$ cat src/design/assert_macros.svh
// Shared assertion forms, clocked on clock and disabled while reset is high.
`ifndef ASSERT_MACROS_SVH
`define ASSERT_MACROS_SVH

// Check a condition at every clock edge.
`define ASSERT_ALWAYS(label, expr, msg) \
   label: assert property (@(posedge clock) disable iff (reset) (expr)) \
      else $error(msg);

// Check that a condition holds in the cycle after a trigger.
`define ASSERT_NEXT(label, ante, cons, msg) \
   label: assert property (@(posedge clock) disable iff (reset) (ante) |=> (cons)) \
      else $error(msg);

`endif

$ cat src/design/ctb_pkg.sv
`default_nettype none

package ctb_pkg;

   localparam int CAPACITY_DEFAULT = 256;
   localparam int RADIX = 16;

   typedef enum logic [2:0] {
      CMD_INSERT   = 3'd0,
      CMD_DELETE   = 3'd1,
      CMD_FORWARD  = 3'd2,
      CMD_BACKWARD = 3'd3,
      CMD_START    = 3'd4,
      CMD_END      = 3'd5,
      CMD_READ     = 3'd6
   } ctb_cmd_type;

   typedef enum logic [1:0] {
      ST_OK    = 2'd0,
      ST_FULL  = 2'd1,
      ST_RANGE = 2'd2
   } ctb_status_type;

   typedef struct packed {
      ctb_cmd_type command;
      logic [7:0]  char_in;
      logic [7:0]  read_index;
   } ctb_req_type;

   typedef struct packed {
      ctb_status_type status;
      logic [7:0]     char_out;
      logic [8:0]     cursor_pos;
      logic [8:0]     text_length;
   } ctb_rsp_type;

   // Broadcast from the controller to every cell of the chain.
   typedef struct packed {
      logic       insert_en;
      logic       delete_en;
      logic [7:0] char_in;
      logic [7:0] read_index;
   } ctb_cell_cmd_type;

   // Node count of a read tree level; level 0 is the leaves.
   function automatic int tree_width(input int leaves, input int level);
      int w;
      w = leaves;
      for (int i = 0; i < level; i++) begin
         w = (w + RADIX - 1) / RADIX;
      end
      return w;
   endfunction

   // Registered levels needed to reduce the leaves to one node.
   function automatic int tree_levels(input int leaves);
      int w;
      int lv;
      w = leaves;
      lv = 0;
      for (int i = 0; i < 32; i++) begin
         if (w > 1) begin
            w = (w + RADIX - 1) / RADIX;
            lv++;
         end
      end
      return lv;
   endfunction

endpackage

`default_nettype wire

$ cat src/design/ctb_cell.sv
`default_nettype none

module ctb_cell #(
   parameter int CAPACITY = ctb_pkg::CAPACITY_DEFAULT,
   parameter int INDEX    = 0
) (
   input  logic                           clock,
   input  ctb_pkg::ctb_cell_cmd_type      cmd,
   input  logic [$clog2(CAPACITY+1)-1:0]  cursor,
   input  logic [$clog2(CAPACITY+1)-1:0]  count,
   input  logic [7:0]                     left_data,
   input  logic [7:0]                     right_data,
   output logic [7:0]                     data,
   output logic [7:0]                     leaf
);
   import ctb_pkg::*;

   localparam int CW = $clog2(CAPACITY + 1);
   localparam logic [CW-1:0] POS = CW'(INDEX);

   logic [7:0] data_ff, data_in;

   always_comb begin
      data_in = data_ff;
      if (cmd.insert_en) begin
         // open a slot at the cursor: cells past it take the left neighbor
         if (POS > cursor) begin
            data_in = left_data;
         end else if (POS == cursor) begin
            data_in = cmd.char_in;
         end
      end else if (cmd.delete_en) begin
         // close the gap: cells from the cursor on take the right neighbor
         if (POS >= cursor) begin
            data_in = right_data;
         end
      end
   end

   always_ff @(posedge clock) begin
      data_ff <= data_in;
   end

   assign data = data_ff;
   // drive the byte into the read tree only when this cell is addressed and live
   assign leaf = ((32'(cmd.read_index) == INDEX) && (POS < count)) ? data_ff : 8'd0;

endmodule

`default_nettype wire

$ cat config.mk
export PLATFORM = sky130hd
export DESIGN_NAME = ctb_cell
export DESIGN_NICKNAME = d
export VERILOG_FILES = /design/src/design/assert_macros.svh /design/src/design/ctb_pkg.sv /design/src/design/ctb_cell.sv
export SDC_FILE = /design/constraint.sdc
export NUM_CORES = 1
export LEC_CHECK = 0
export BUFFER_PORTS_ARGS = -buffer_cell sky130_fd_sc_hd__buf_4
export CAP_MARGIN = 20
export CORE_MARGIN = 4
export CORE_UTILIZATION = 28
export CTS_CLUSTER_DIAMETER = 100
export DETAILED_ROUTE_END_ITERATION = 7
export PLACE_DENSITY = 0.77
export REMOVE_ABC_BUFFERS = 1
export SYNTH_ARGS = -nofsm -noshare
export SYNTH_HDL_FRONTEND = slang
export SYNTH_SLANG_ARGS = --single-unit
$ cat constraint.sdc
create_clock -name clock -period 2.2 [get_ports clock]
set_input_delay 0.22 -clock clock [delete_from_list [all_inputs] [get_ports clock]]
set_output_delay 0.22 -clock clock [all_outputs]
set_load 0.05 [all_outputs]
* After elaboration in Yosys (flattened, before gate mapping) *
Index checks and enable logic that the tools add are counted.

storage, ports and cells
  input port bits = 53
  logic and storage cells = 17
  register bits after elaboration = 8

cells by class
  reduce and logical (&&, ||, !) cells = 6
  $lt $le $gt $ge = 3
  eq/ne operators = 1
  multiplexer cells = 6

operators by type and width
  cell                  count
  $mux W8               6
  $ge A1 B9 Y1 const A  1
  $gt A1 B9 Y1 const A  1
  $logic_not A9 Y1      1
  $lt A1 B9 Y1 const A  1
  $logic_not A8 Y1      1
  $reduce_bool A2 Y1    2
  $ne A3 B1 Y1 const B  1
  $reduce_and A3 Y1     1
  $logic_and A1 B1 Y1   1

* Depth between registers and ports, before layout *
Gate-level depths: netlist (run 1).

  depth after elaboration = 4
  gate-level depth with buffers = 3
  mapped depth without buffers = 3

* Least setup slack after synthesis (run 1) *
No wires, ideal clock.

  path kind = input to register
  from = input port cmd[17] (netlist bit)
  to = register data_ff[0] (netlist: data[0]), enable pin
  arrival time = 1484 ps
  slack = 321 ps
  cell stages on the path = 3
  library setup time = 395 ps
  required time = 1805 ps
  path through = clkbuf_1 o211ai_1 nor4_1

on the way
  longest elaborated chain between the ends = 2
  elaborated cells between the ends (all ways) = 4
  those cells by class = eq/ne (1); reduce/logical (3)

ends and longest elaborated chain
  item                                                                 RTL line        text
  start, declared                                                      ctb_cell.sv:8   input ctb_pkg::ctb_cell_cmd_type cmd,
  $ne A3 B1 Y1 (no line) / $reduce_bool A2 Y1 (equally long branches)  -
  $reduce_and A3 Y1 (no line) *                                        -
  end signal, assigned                                                 ctb_cell.sv:41  data_ff <= data_in;
  end, declared                                                        ctb_cell.sv:21  logic [7:0] data_ff, data_in;

Mark *: on every way between the ends. The rest lies on a longest branch, timed or not.
A chain may end at the register's enable or synchronous reset.

* Worst setup path in the final report (run 1) *
  from = input port cmd[5] (netlist bit)
  to = output port leaf[3]

on the way
  longest elaborated chain between the ends = 3

ends and longest elaborated chain
  item                 RTL line        text
  $logic_not A8 Y1     ctb_cell.sv:46  assign leaf = ((32'(cmd.read_index) == INDEX) && (POS < count)) ? data_ff : 8'd0;
  $logic_and A1 B1 Y1  ctb_cell.sv:46
  $mux W8              ctb_cell.sv:46
  end, declared        ctb_cell.sv:14  output logic [7:0] leaf

No other way between the ends.

==> impl_metrics.json, run 1 <==
{
  "placed_cell_area_sq_um": 936,
  "internal_power_w": 0.000294,
  "comb_power_share_pct": 22.8,
  "fp.dieH_microns": 48.6,
  "netlist_instances": 36,
  "power_w": 0.000357,
  "cts_root_buffer": "clkbuf_4",
  "io_pins": 69,
  "fin_util_pct": 62.9,
  "vias": 556,
  "synth_cell_types": 11,
  "tightest_slew_ns": 0.229,
  "drive_gt1_share_pct": 75.8,
  "synthFlopType": "edfxtp_1",
  "synth-simple-area-share_pct": 26.0,
  "clock_path_buffers": 2,
  "htreeDepth": 1,
  "switching_share_pct": 17.7,
  "status": "completed",
  "cts_resized": 0,
  "synth_warnings": 0,
  "synth.area.top_cells": "edfxtp_1 (52%), mux2_2 (20%), and3_1 (11%)",
  "dr.pass1.iters": 4,
  "grt_max_degree": 10,
  "powerDensity_mw_per_mm2": 372,
  "path_clk_slew_ns": 0.05,
  "ant_nets": 0,
  "rows": 14,
  "synth_seq_cells": 8,
  "vias_per_cell": 4.83,
  "n_antenna_cell": 0,
  "maxSlewViolCount": 0,
  "postSynthAreaPerCell_sq_um": 12.8,
  "cp_max_fo": 8,
  "gp_congestion": 0.647,
  "cap_viol_max_count": 0,
  "grt-ovfl-total": 0,
  "cts_setup_buffers": 0,
  "synth-xor-area-share_pct": 0,
  "end_kind": "primary output",
  "power.switching_w": 0.0000631,
  "largest_reg_flops": 8,
  "fin_tns_setup_ns": 0,
  "synth_top_family_by_area": "simple AND/OR/NAND/NOR gates",
  "yosysTopAreaCellShare_pct": 52.0,
  "power_frac_seq_pct": 47.5,
  "vdd_drop_max_v": 0.000294,
  "yosysTopAreaCell": "edfxtp_1",
  "drtIter0Drc": 5,
  "grt_pass1_vias": 625,
  "post-route-period-util_pct": 75.4,
  "fin_crit_ns": 1.66,
  "critPathKind": "input pin to primary output",
  "grtUsageTotal_pct": 12.8,
  "hold_path_class": "input pin to flip-flop",
  "pwr-share-clk_pct": 29.7,
  "dp_slack_ns": 0.534,
  "synth-edff-count": 8,
  "async_reset_ff_share_pct": 0,
  "cp.arrival_ns": 1.44,
  "p_leak_nw": 0.477,
  "ys_top_cells_by_count": "and3_1 (8), edfxtp_1 (8), mux2_2 (8)",
  "area_delta_synth_final_pct": 108,
  "slew_headroom_pct": 84.6,
  "holdBufCountCts": 0,
  "initial_core_util_pct": 30.3,
  "synth.area.mux_share_pct": 19.5,
  "worstPathRequired_ns": 1.98,
  "rsz0062_at_grt": "false",
  "portBuffers": 60,
  "numCtsBuffers": 3,
  "worstSetupStartpointType": "input pin",
  "drc": 0,
  "nNetsFinal": 154,
  "yosysSeqAreaShare_pct": 52.0,
  "setup_violations": 0,
  "hold_viol_final": 0,
  "wire_per_inst_microns": 12.9,
  "syn-cell-area_sq_um": 462,
  "postLayoutCellArea_sq_um": 958,
  "layout_setup_ws_ns": 0.541,
  "antenna_found_initial": 0,
  "wirelength_microns": 1480,
  "fp.coreArea_sq_mm": 0.00152,
  "cts.sinks": 8,
  "cts_tree": "built",
  "grt_pass1_wl_microns": 2480,
  "synthAdderAreaFrac_pct": 0,
  "synth_compound_area_share_pct": 1.63,
  "die-area_sq_mm": 0.00236,
  "max_freq_mhz": 603,
  "die-width_microns": 48.6
}
-- path summary, 6_finish.rpt --
check	from	cells after the start	slack, ns	endpoint
setup / recovery	cmd[5]	5	0.54	leaf[3]
hold / removal	right_data[7]	2	0.27	data[7]
-- critical path, stage by stage --
cell    delay, ns
buf_4        0.11
or4_4        0.53
nor2_4       0.19
and3_1       0.19
buf_4        0.20
-- kinds of logic (layout without fill, tap and decap cells) --
| group | after synthesis | after routing |
|---|---|---|
| muxes | 8 | 8 |
| and+or+nand+nor | 18 | 18 |
| AOI/OAI and AO/OA | 1 | 1 |
| DFF | 8 | 8 |
| buffers and inverters | 1 | 64 |
-- stage by stage --
stage               instances  hold WS, ns
finish                    115        0.274
global route              115        0.270
CTS                       115        0.269
detailed placement        112        0.525
global placement          112        0.524
floorplan                  35        0.440
-- layer usage --
metal	track usage (%)	wire length, microns	vias up	share of wire, %
met2	22.2	741	36	50
met5	0	0	-	0
met1	13.0	511	248	35
met4	4.04	0	0	0
li1	-	-	272	-
met3	6.75	228	0	15
-- power groups by stage --
stage           logic, W  registers, W  clock network (W)
2_1_floorplan  0.0000175      0.000173                  0
3_3_place_gp   0.0000797      0.000172                  0
3_5_place_dp   0.0000815      0.000172                  0
4_1_cts        0.0000821      0.000170           0.000109
5_1_grt        0.0000889      0.000169           0.000117
6_report       0.0000813      0.000170           0.000106
-- area by class of cell --
class / instances / area [sq um]
clock buffer: 3 / 22.5
fill: 119 / 566
multi-input combinational: 27 / 218
sequential: 8 / 240
tap: 16 / 20.0
timing repair buffer: 61 / 458
-- cell usage in the layout, fill, tap and decap left out --
cell	n
buf_4	61
mux2_2	8
and3_1	8
edfxtp_1	8
nor4_1	3
clkbuf_4	3
nor2_1	2
or4_4	2
nor3_1	1
nand3_1	1
nor2_4	1
o211ai_1	1
Power figures use the tool's default switching activity.
==> inputs of run 2 (changes only) <==
--- a/config.mk
+++ b/config.mk
@@ -8,10 +8,10 @@
 export BUFFER_PORTS_ARGS = -buffer_cell sky130_fd_sc_hd__buf_4
 export CAP_MARGIN = 20
 export CORE_MARGIN = 4
-export CORE_UTILIZATION = 28
+export CORE_UTILIZATION = 25
 export CTS_CLUSTER_DIAMETER = 100
 export DETAILED_ROUTE_END_ITERATION = 7
-export PLACE_DENSITY = 0.77
+export PLACE_DENSITY = 0.73
 export REMOVE_ABC_BUFFERS = 1
 export SYNTH_ARGS = -nofsm -noshare
 export SYNTH_HDL_FRONTEND = slang
==> constraint.sdc (replaced) <==
create_clock -name clock -period 1.4 [get_ports clock]
set_input_delay 0.14 -clock clock [delete_from_list [all_inputs] [get_ports clock]]
set_output_delay 0.14 -clock clock [all_outputs]
set_load 0.05 [all_outputs]
==> run 2 against run 1 <==
Effect of this change:
- the run now ends with setup timing left
- routed wire length rose by 10%
- power up 58%
- worst setup slack worse by 0.61 ns
- utilization fell by 4.3 points
- clock power grew 56%
- sequential power grew 56%
- highest routed layer unchanged
==> impl_metrics.json, run 2 (synthesis results as in run 1) <==
{
  "clock_path_buffers": 2,
  "drc": 0,
  "final_common_cell": "buf_4",
  "fp.coreArea_sq_mm": 0.00175,
  "place_hpwl_microns": 1330,
  "powerDensity_mw_per_mm2": 551,
  "worstPathCellList": "buf_6 > or4_4 > nor2_4 > and3_1 > buf_6",
  "cp.arrival_ns": 1.33,
  "p_leak_nw": 0.485,
  "worstHoldStart": "right_data[1]",
  "io_pins": 69,
  "num-fill-cells": 159,
  "gp_congestion": 0.634,
  "cpLargestDelayFamily": "simple AND/OR/NAND/NOR gates",
  "grtUsageTotal_pct": 12.0,
  "worst-path-buf-inv": 2,
  "violations": "setup timing",
  "worstSetupStartpointType": "input pin",
  "fp.dieH_microns": 51.0,
  "layout_setup_ws_ns": -0.0684,
  "holdPathStages": 2,
  "vdd_drop_max_v": 0.000320,
  "grt_pass1_wl_microns": 2290,
  "fin_util_pct": 58.6,
  "largest_reg_flops": 8,
  "portBuffers": 60,
  "n_antenna_cell": 0,
  "cts_setup_buffers": 0,
  "hold_path_class": "input pin to flip-flop",
  "multiInputGateArea_sq_um": 229,
  "drive_gt1_share_pct": 77.8,
  "cp_max_fo": 8,
  "cts.sinks": 8,
  "tightest_slew_ns": 0.244,
  "area_delta_synth_final_pct": 121,
  "hold_viol_final": 0,
  "grt_max_degree": 10,
  "hold_end": "data[1]",
  "seq_area_sq_um": 240,
  "holdBufCountCts": 0,
  "worstPathRequired_ns": 1.26,
  "post-route-period-util_pct": 105,
  "vias_per_cell": 4.43,
  "cap_viol_max_count": 0,
  "slowest_stage": "or4_4",
  "antenna_found_initial": 0,
  "setup_violations": 8,
  "grt-ovfl-total": 0,
  "slew_headroom_pct": 83.6,
  "fin_crit_ns": 1.47,
  "dr.pass1.iters": 4,
  "layout_common_cells": "buf_4 (51), buf_6 (9), mux2_2 (8), edfxtp_1 (8), and3_1 (7)",
  "status": "complete, but fails checks",
  "die-area_sq_mm": 0.00260,
  "rows": 15,
  "critPathKind": "input pin to primary output",
  "rsz0062_at_grt": "true",
  "ant_nets": 0,
  "drtIter0Drc": 6,
  "instances_no_fill": 124,
  "vias": 549,
  "cts_tree": "built",
  "wire_per_inst_microns": 13.2,
  "die-width_microns": 51.0,
  "numCtsBuffers": 3,
  "htreeDepth": 1,
  "worst_path_largest_cell_delay_ns": 0.53,
  "maxSlewViolCount": 0,
  "cpMostUsedCell": "buf_6",
  "nNetsFinal": 154,
  "path_clk_slew_ns": 0.05,
  "post-place-cells": 121,
  "wirelength_microns": 1630,
  "initial_core_util_pct": 26.5,
  "max_freq_mhz": 681,
  "cts_root_buffer": "clkbuf_4",
  "grt_pass1_vias": 566,
  "end_kind": "primary output"
}
run 2: changes by cell type in the layout (fill, tap and decap cells not counted):
cell    change
buf_4      -10
nor4_2      +1
buf_6       +9
nor4_1      -1
buf_8       +1
and3_1      -1
and3_4      +1
run 2: layout make-up:
class / instances / share of cell area [%]
clock buffers: 3 / 2.20
well taps: 25 / 3.06
multi-input cells: 27 / 22.4
repair buffers: 61 / 48.8
flip-flops and latches: 8 / 23.5
run 2: what timing repair did:
item	in CTS	in global routing
endpoints found under the hold margin	0	0
endpoints found under the setup margin	8	8
resized for setup	12	0
pin swaps	4	0
run 2: worst max path at each step:
stage | cells after the start | end | start | slack (ns)
2_1_floorplan | 3 | data[0] | cursor[1] | -0.33
3_3_place_gp | 5 | leaf[0] | cmd[5] | -0.08
3_5_place_dp | 5 | leaf[3] | cmd[5] | -0.10
4_1_cts | 5 | leaf[3] | cmd[2] | -0.06
5_1_grt | 5 | leaf[6] | cmd[2] | -0.1
6_report | 5 | leaf[1] | cmd[2] | -0.07
run 2: stage by stage:
| stage | worst slack (ns) | TNS, ns | power, W | hold slack [ns] | cell area [sq um] |
|---|---|---|---|---|---|
| after floorplan | -0.331 | -2.91 | 0.000300 | 0.360 | 458 |
| after global placement | -0.0783 | -0.586 | 0.000398 | 0.443 | 953 |
| after detailed placement | -0.105 | -0.696 | 0.000402 | 0.446 | 953 |
| after CTS | -0.0553 | -0.405 | 0.000574 | 0.189 | 1020 |
| after global routing | -0.0954 | -0.715 | 0.000594 | 0.190 | 1020 |
| final | -0.0684 | -0.436 | 0.000564 | 0.198 | 1020 |
run 2: layer usage:
layer | global-route usage, % | part of all wire, % | vias to the layer above
li1 | - | - | 273
met1 | 10.3 | 34 | 239
met2 | 21.9 | 49 | 37
met3 | 7.00 | 17 | 0
met4 | 5.38 | 0 | 0
met5 | 0 | 0 | -
run 2: where the power goes:
group          leakage, nW  switching, W  internal, W
combinational        0.399     0.0000323    0.0000999
clock               0.0138     0.0000677    0.0000974
sequential          0.0719   0.000000162     0.000266
